--- config.mk ---
export PLATFORM = sky130hd
export DESIGN_NAME = sexpr_token_boundary_marker_core
export DESIGN_NICKNAME = d
export VERILOG_FILES = /design/src/rtl/stbm_pkg.sv /design/src/rtl/sexpr_token_boundary_marker_core.sv /design/src/rtl/stbm_step.sv
export SDC_FILE = /design/constraint.sdc
export NUM_CORES = 1
export LEC_CHECK = 0
export ABC_AREA = 1
export BUFFER_PORTS_ARGS = -buffer_cell sky130_fd_sc_hd__buf_2
export CAP_MARGIN = 30
export CORE_ASPECT_RATIO = 1.4
export CORE_MARGIN = 3
export CORE_UTILIZATION = 55
export CTS_CLUSTER_DIAMETER = 80
export CTS_CLUSTER_SIZE = 14
export DETAILED_ROUTE_END_ITERATION = 8
export MAX_ROUTING_LAYER = met4
export PLACE_DENSITY = 0.77
export SYNTH_ARGS = -nofsm -noshare
export SYNTH_HDL_FRONTEND = slang
export SYNTH_SLANG_ARGS = --single-unit
--- constraint.sdc ---
create_clock -name clk_i -period 3.3 [get_ports clk_i]
set_input_delay 0.33 -clock clk_i [delete_from_list [all_inputs] [get_ports clk_i]]
set_output_delay 0.33 -clock clk_i [all_outputs]
set_load 0.02 [all_outputs]
--- src/rtl/stbm_pkg.sv ---
// Types and constants for the s-expression token boundary marker.
`default_nettype none
package stbm_pkg;

  typedef enum logic [2:0] {
    MODE_IDLE    = 3'd0,
    MODE_COMMENT = 3'd1,
    MODE_ATOM    = 3'd2,
    MODE_STRING  = 3'd3,
    MODE_ESCAPE  = 3'd4
  } mode_e;

  localparam logic [1:0] ROLE_SKIP  = 2'd0;
  localparam logic [1:0] ROLE_BEGIN = 2'd1;
  localparam logic [1:0] ROLE_CONT  = 2'd2;

  localparam logic [1:0] KIND_OPEN   = 2'd0;
  localparam logic [1:0] KIND_CLOSE  = 2'd1;
  localparam logic [1:0] KIND_STRING = 2'd2;
  localparam logic [1:0] KIND_ATOM   = 2'd3;

  localparam logic [7:0] CHAR_NUL       = 8'h00;
  localparam logic [7:0] CHAR_TAB       = 8'h09;
  localparam logic [7:0] CHAR_NEWLINE   = 8'h0A;
  localparam logic [7:0] CHAR_CR        = 8'h0D;
  localparam logic [7:0] CHAR_SPACE     = 8'h20;
  localparam logic [7:0] CHAR_QUOTE     = 8'h22;
  localparam logic [7:0] CHAR_OPEN      = 8'h28;
  localparam logic [7:0] CHAR_CLOSE     = 8'h29;
  localparam logic [7:0] CHAR_SEMI      = 8'h3B;
  localparam logic [7:0] CHAR_BACKSLASH = 8'h5C;

  localparam int unsigned ByteW = 8;
  localparam int unsigned MarkW = 8;

  // Packed so that the first field sits in the highest bit.
  typedef struct packed {
    logic       unterminated_string;
    logic       stream_ended;
    logic       token_closed_here;
    logic [1:0] token_kind;
    logic [1:0] byte_role;
    logic       atom_closed_before;
  } mark_t;

endpackage
`default_nettype wire

--- src/rtl/sexpr_token_boundary_marker_core.sv ---
// Top level of the s-expression token boundary marker.
// Each source byte accepted on the input stream yields one mark word on the output
// stream, in order. The block sustains one word per cycle in both directions while the
// output is not stalled. A byte is held in an input register and then classified into a
// result register that drives the output. The rate is set by the single lexer mode
// register, which the classification logic updates once per byte. A zero byte ends a
// stream and returns the lexer to idle, so the following bytes start a new stream.
`default_nettype none
module sexpr_token_boundary_marker_core (
  input  logic                        clk_i,
  input  logic                        rst_ni,
  input  logic                        s_axis_tvalid,
  output logic                        s_axis_tready,
  // in_byte
  input  logic [stbm_pkg::ByteW-1:0]  s_axis_tdata,
  output logic                        m_axis_tvalid,
  input  logic                        m_axis_tready,
  // atom_closed_before, byte_role[1:0], token_kind[1:0], token_closed_here,
  // stream_ended, unterminated_string
  output logic [stbm_pkg::MarkW-1:0]  m_axis_tdata
);
  import stbm_pkg::*;

  logic             in_vld_q;
  logic [ByteW-1:0] in_byte_q;
  mode_e            mode_q;
  mode_e            mode_d;
  mark_t            mark_d;
  logic             out_vld_q;
  mark_t            mark_q;
  logic             s_fire;
  logic             step_fire;

  assign step_fire     = in_vld_q && (!out_vld_q || m_axis_tready);
  assign s_axis_tready = !in_vld_q || step_fire;
  assign s_fire        = s_axis_tvalid && s_axis_tready;

  stbm_step u_step (
    .byte_i (in_byte_q),
    .mode_i (mode_q),
    .mode_o (mode_d),
    .mark_o (mark_d)
  );

  always_ff @(posedge clk_i or negedge rst_ni) begin
    if (!rst_ni) begin
      in_vld_q  <= 1'b0;
      out_vld_q <= 1'b0;
      mode_q    <= MODE_IDLE;
    end else begin
      in_vld_q  <= s_fire || (in_vld_q && !step_fire);
      out_vld_q <= step_fire || (out_vld_q && !m_axis_tready);
      if (step_fire) begin
        mode_q <= mode_d;
      end
    end
  end

  always_ff @(posedge clk_i) begin
    if (s_fire) begin
      in_byte_q <= s_axis_tdata;
    end
    if (step_fire) begin
      mark_q <= mark_d;
    end
  end

  assign m_axis_tvalid = out_vld_q;
  assign m_axis_tdata  = mark_q;

endmodule
`default_nettype wire

--- src/rtl/stbm_step.sv ---
// Per-byte lexer step: classifies one byte against the current mode.
`default_nettype none
module stbm_step (
  input  logic [stbm_pkg::ByteW-1:0] byte_i,
  input  stbm_pkg::mode_e            mode_i,
  output stbm_pkg::mode_e            mode_o,
  output stbm_pkg::mark_t            mark_o
);
  import stbm_pkg::*;

  logic is_nul;
  logic is_blank;
  logic ends_atom;

  assign is_nul    = (byte_i == CHAR_NUL);
  assign is_blank  = (byte_i == CHAR_SPACE) || ((byte_i >= CHAR_TAB) && (byte_i <= CHAR_CR));
  assign ends_atom = is_nul || is_blank || (byte_i == CHAR_OPEN) ||
                     (byte_i == CHAR_CLOSE) || (byte_i == CHAR_SEMI);

  always_comb begin
    logic fresh;
    fresh  = 1'b0;
    mode_o = mode_i;
    mark_o = '0;
    unique case (mode_i)
      MODE_COMMENT: begin
        if (is_nul) begin
          mark_o.stream_ended = 1'b1;
          mode_o = MODE_IDLE;
        end else if (byte_i == CHAR_NEWLINE) begin
          mode_o = MODE_IDLE;
        end
      end
      MODE_STRING: begin
        if (is_nul) begin
          mark_o.stream_ended        = 1'b1;
          mark_o.unterminated_string = 1'b1;
          mode_o = MODE_IDLE;
        end else begin
          mark_o.byte_role  = ROLE_CONT;
          mark_o.token_kind = KIND_STRING;
          if (byte_i == CHAR_BACKSLASH) begin
            mode_o = MODE_ESCAPE;
          end else if (byte_i == CHAR_QUOTE) begin
            mark_o.token_closed_here = 1'b1;
            mode_o = MODE_IDLE;
          end
        end
      end
      MODE_ESCAPE: begin
        if (is_nul) begin
          mark_o.stream_ended        = 1'b1;
          mark_o.unterminated_string = 1'b1;
          mode_o = MODE_IDLE;
        end else begin
          mark_o.byte_role  = ROLE_CONT;
          mark_o.token_kind = KIND_STRING;
          mode_o = MODE_STRING;
        end
      end
      MODE_ATOM: begin
        if (ends_atom) begin
          mark_o.atom_closed_before = 1'b1;
          mode_o = MODE_IDLE;
          fresh  = 1'b1;
        end else begin
          mark_o.byte_role  = ROLE_CONT;
          mark_o.token_kind = KIND_ATOM;
        end
      end
      default: begin
        mode_o = MODE_IDLE;
        fresh  = 1'b1;
      end
    endcase

    if (fresh) begin
      priority if (is_nul) begin
        mark_o.stream_ended = 1'b1;
      end else if (is_blank) begin
        mode_o = MODE_IDLE;
      end else if (byte_i == CHAR_SEMI) begin
        mode_o = MODE_COMMENT;
      end else if ((byte_i == CHAR_OPEN) || (byte_i == CHAR_CLOSE)) begin
        mark_o.byte_role         = ROLE_BEGIN;
        mark_o.token_kind        = (byte_i == CHAR_OPEN) ? KIND_OPEN : KIND_CLOSE;
        mark_o.token_closed_here = 1'b1;
      end else if (byte_i == CHAR_QUOTE) begin
        mark_o.byte_role  = ROLE_BEGIN;
        mark_o.token_kind = KIND_STRING;
        mode_o = MODE_STRING;
      end else begin
        mark_o.byte_role  = ROLE_BEGIN;
        mark_o.token_kind = KIND_ATOM;
        mode_o = MODE_ATOM;
      end
    end
  end

endmodule
`default_nettype wire

# Word level (Yosys, flattened, before mapping)
# Index checks and enable logic that the tools add are counted.
# Widths: inputs -> output; s select.
[totals] regBits=21 in_bits=12 output_inout_bits=10 ramBits=0 mem_count=0 latchBits=0 word_cells=80 mem_bits_ro=0
[op_classes] n_mul=0 div_mod_pow=0 shift=0 order_cmp=2 n_reduce_logical=22 mux=35 eq_ne=11 n_bitwise=0 addsub=0
[ops] operator="$eq 8x6->1 const B" count=5
[ops] operator="$mux 3" count=12
[ops] operator="$mux 5" count=4
[ops] operator="$mux 4" count=3
[ops] operator="$pmux 3 s4" count=1
[ops] operator="$pmux 4 s3" count=1
[ops] operator="$logic_or 1x1->1" count=10
[ops] operator="$mux 1" count=9
[ops] operator="$eq 8x4->1 const B" count=1
[ops] operator="$eq 8x7->1 const B" count=1
[ops] operator="$ge 8x4->1 const B" count=1
[ops] operator="$le 8x4->1 const B" count=1
[ops] operator="$logic_not 8->1" count=1
[ops] operator="$eq 3x2->1 const B" count=2
[ops] operator="$mux 6" count=1
[ops] operator="$logic_and 1x1->1" count=5
[ops] operator="$logic_not 1->1" count=4
[ops] operator="$mux 2" count=2
[ops] operator="$pmux 1 s2" count=2
[ops] operator="$eq 3x1->1 const B" count=1
[ops] operator="$eq 3x3->1 const B" count=1
[ops] operator="$reduce_or 3->1" count=1
[ops] operator="$reduce_or 2->1" count=1

# Depth between registers and ports, before layout
[depth] ltp_word=14 depth_mapped=12 ltp_nobuf=12

# Cells and area by module
# From an unflattened synthesis, not the netlist that was laid out.
[unflattened] hier_cells=132 hier_area_um2=1101.1
[modules_own_cells] mod="sexpr_token_boundary_marker_core" cells_each=41 area_per_inst_um2=695.7 instances=1 seq_area_each_um2=605.6
[modules_own_cells] mod="stbm_step" cells_each=91 area_per_inst_um2=405.4 instances=1 seq_area_each_um2=0.0

# Least setup slack after synthesis
# No wires, ideal clock.
[synth_path] path_kind="register to register" from="register in_byte_q[3]" to="register mark_q, in the netlist m_axis_tdata[4] (data pin)" t_arrival_ns=1.216 required_ns=3.044 slack_ns=1.829 stages_incl_launch_ff=9 synth_period_minus_slack_ns=1.471 setup_ns=0.256 n_path_buf=0 path_cell_list="edfxtp_1 -> nor2_2 -> nand2_2 -> nor2_2 -> a21oi_4 -> nand3_4 -> nand2_2 -> nor2_1 -> nand2_1"
[synth_rtl] element="from (decl)" line_no="sexpr_token_boundary_marker_core.sv:25" text="logic [ByteW-1:0] in_byte_q;"
[synth_rtl] element="from (signal assigned)" line_no="sexpr_token_boundary_marker_core.sv:61" text="in_byte_q <= s_axis_tdata;"
[synth_rtl] element="to (signal assigned)" line_no="sexpr_token_boundary_marker_core.sv:64" text="mark_q <= mark_d;"
[synth_rtl] element="to (decl)" line_no="sexpr_token_boundary_marker_core.sv:30" text="mark_t mark_q;"

==> results.toml <==
[timing]
rsz0062_at_grt = "no"
hold_violations = 0
relSlewSlack_pct = 61.7
finalSetupViolCount = 0
tightest_slew_ns = 0.570
fmax_mhz = 608
final.min_clock_period_ns = 1.65
finalMaxSlewViolations = 0
whs_ns = 0.196
finalClockSkew_ns = 0.00922
totalNegativeSetupSlack_ns = 0
min_period_over_period_pct = 49.9

[layout]
areaGrowthSynthToFinish_pct = 14.0
final_cells = 175
drive_gt1_share_pct = 35.1
final_core_utilization_pct = 67.7
fillers = 138
fin_nets = 167
antenna_cells = 0

[cts]
cts_sinks = 21
cts_root_buf = "clkbuf_4"
clkTransAtPathRegs_ns = 0.12
cts_setup_buffers = 0
holdBufCountCts = 1
cts_resized = 0
cts_tree = "built"
h-tree-depth = 1
numCtsBuffers = 3
clock_latency_ns = 0.30
clock_path_buffers = 2

[setup_path]
arrival_ns = 1.71
critical_path.top_delay_family = "simple AND/OR/NAND/NOR gates"
critical_path_class = "register to register"
cp_common_cell = "nor2_2"
crit_buf_inv = 0
required_ns = 3.37
crit_path_max_fanout = 7
cp_slowest_cell = "edfxtp_1"
crit_path_end_kind = "register"
cp-start-kind = "register"
crit_chain = "nor2_2 > nand2_4 > nor2_2 > a21oi_4 > nand3_4 > nand2_2 > nor2_1 > nand2_1"
slowest_delay_ns = 0.47

[power_and_ir_drop]
power_uw = 748
p_leak_uw = 0.000683
p_per_area_mw_per_mm2 = 547
irDropWorstVdd_uv = 379

[synth]
syn_avg_cell_area_sq_um = 9.37
synth_flop_cell = "edfxtp_1"
synth.largest_area_cell = "edfxtp_1"
synthArstFlopShare_pct = 23.8
yosysMostFrequentCell = "nand2_1"
synth_area_leaders = "edfxtp_1 (40%), dfrtp_1 (10%), nand2_1 (7.5%)"
synth_top_cells_by_count = "nand2_1 (24), inv_1 (19), edfxtp_1 (16), nor2_1 (11), nor2_2 (8)"
synthDistinctLibCells = 26
syn-num-nets = 140
synth-edff-count = 16
yosysWarnings = 0
synth_top_cell_area_share_pct = 40.0
syn_area_sq_mm = 0.00120
yosysSeqAreaShare_pct = 50.5
ys_seq_elements = 21
syn_inst = 128

[routing]
via_per_inst = 5.41
final_antenna_net_count = 0
post-route-drc-count = 0
wire_per_inst_microns = 12.0
detail_route.wirelength_mm = 2.10
dr.pass1.iters = 4
drtIter0Drc = 36
num_vias = 946

[floorplan]
die-area_sq_mm = 0.00279
core_area_sq_mm = 0.00202
ios = 22
die_y_microns = 61.3
start_util_pct = 59.4
die_w_microns = 45.5
rows = 19

[outcome]
status = "complete, no violations"

[grt]
grt_overflow = 0
grt_max_degree = 13
antenna_found_initial = 0
grt_usage_pct = 17.3
grt_pass1_vias = 937
grt_pass1_wl_mm = 3.40

[placed_design]
hpwl_mm = 1.66
dp.cells = 170
port-buffer-count = 21
place.gp.congestion = 0.888

[min_path]
hp-class = "primary input to register"

[flow_run]
maxCapViolCount = 0
-- metal layers --
layer	up-vias	track usage, %	routed length (microns)	part of all wire [%]
met5	-	-	0	0
met4	0	15.9	82	3.9
met3	10	3.51	134	6.4
met2	38	30.3	1100	52
met1	428	14.4	785	37
li1	470	-	-	-
-- state kept, by name, indices dropped and copies added (netlist names) --
name	flops
in_byte_q	8
m_axis_tdata	8
mode_q	3
in_vld_q	1
m_axis_tvalid	1
-- cell usage in the layout, fill, tap and decap left out, types with 4 or more instances in the layout --
cell type / instances
nand2_1: 24
buf_2: 21
inv_1: 19
edfxtp_1: 16
nor2_1: 11
nor2_2: 8
nand3_1: 7
nand2_2: 7
dfrtp_1: 5
nor2_4: 4
nand4_1: 4
-- report_power, final --
part           switching, uW  internal [uW]  total (uW)
logic                    173           89.9         263
registers               22.9            340         363
clock network           74.6           47.1         122
-- logic make-up after synthesis --
group           Yosys count  synth area share (%)
flops                    21                  50.5
compound gates            9                  5.53
simple gates             76                  37.1
buf+inv                  22                  6.88
-- stage by stage --
stage                     cell area [sq um]  setup WS [ns]
after floorplan                        1200           1.83
after global placement                 1330           1.77
after detailed placement               1330           1.69
after CTS                              1370           1.68
after global routing                   1370           1.53
final                                  1370           1.65
-- layout make-up --
cell class / count / area [sq um] / share of cell area [%]
flip-flops and latches: 21 / 606 / 44.3
well taps: 21 / 26.3 / 1.92
clock buffers: 4 / 26.3 / 1.92
multi-input cells: 85 / 512 / 37.4
repair buffers: 22 / 115 / 8.42
inverters: 22 / 82.6 / 6.04
-- worst paths after layout --
| kind | start | cells after the start | endpoint | slack [ns] |
|---|---|---|---|---|
| max | in_byte_q[5]$_DFFE_PP_ | 8 | m_axis_tdata[4]$_DFFE_PP_ | 1.65 |
| min reg2reg | in_vld_q$_DFF_PN0_ | 2 | m_axis_tvalid$_DFF_PN0_ | 0.52 |
| max reg2reg | in_byte_q[5]$_DFFE_PP_ | 8 | m_axis_tdata[4]$_DFFE_PP_ | 1.65 |
| min | s_axis_tdata[7] | 1 | in_byte_q[7]$_DFFE_PP_ | 0.20 |
| min in group asynchronous | rst_ni | 2 | in_vld_q$_DFF_PN0_ | 0.37 |
| max in group asynchronous | rst_ni | 2 | mode_q[1]$_DFFE_PN0P_ | 2.81 |
-- worst reg2reg max path: cells and delay by family (launching register included) --
family | cells | cell delay (ns)
compound gates | 1 | 0.10
simple gates | 7 | 0.85
flops | 1 | 0.47
Note: power is estimated with default switching activity, not from simulation.
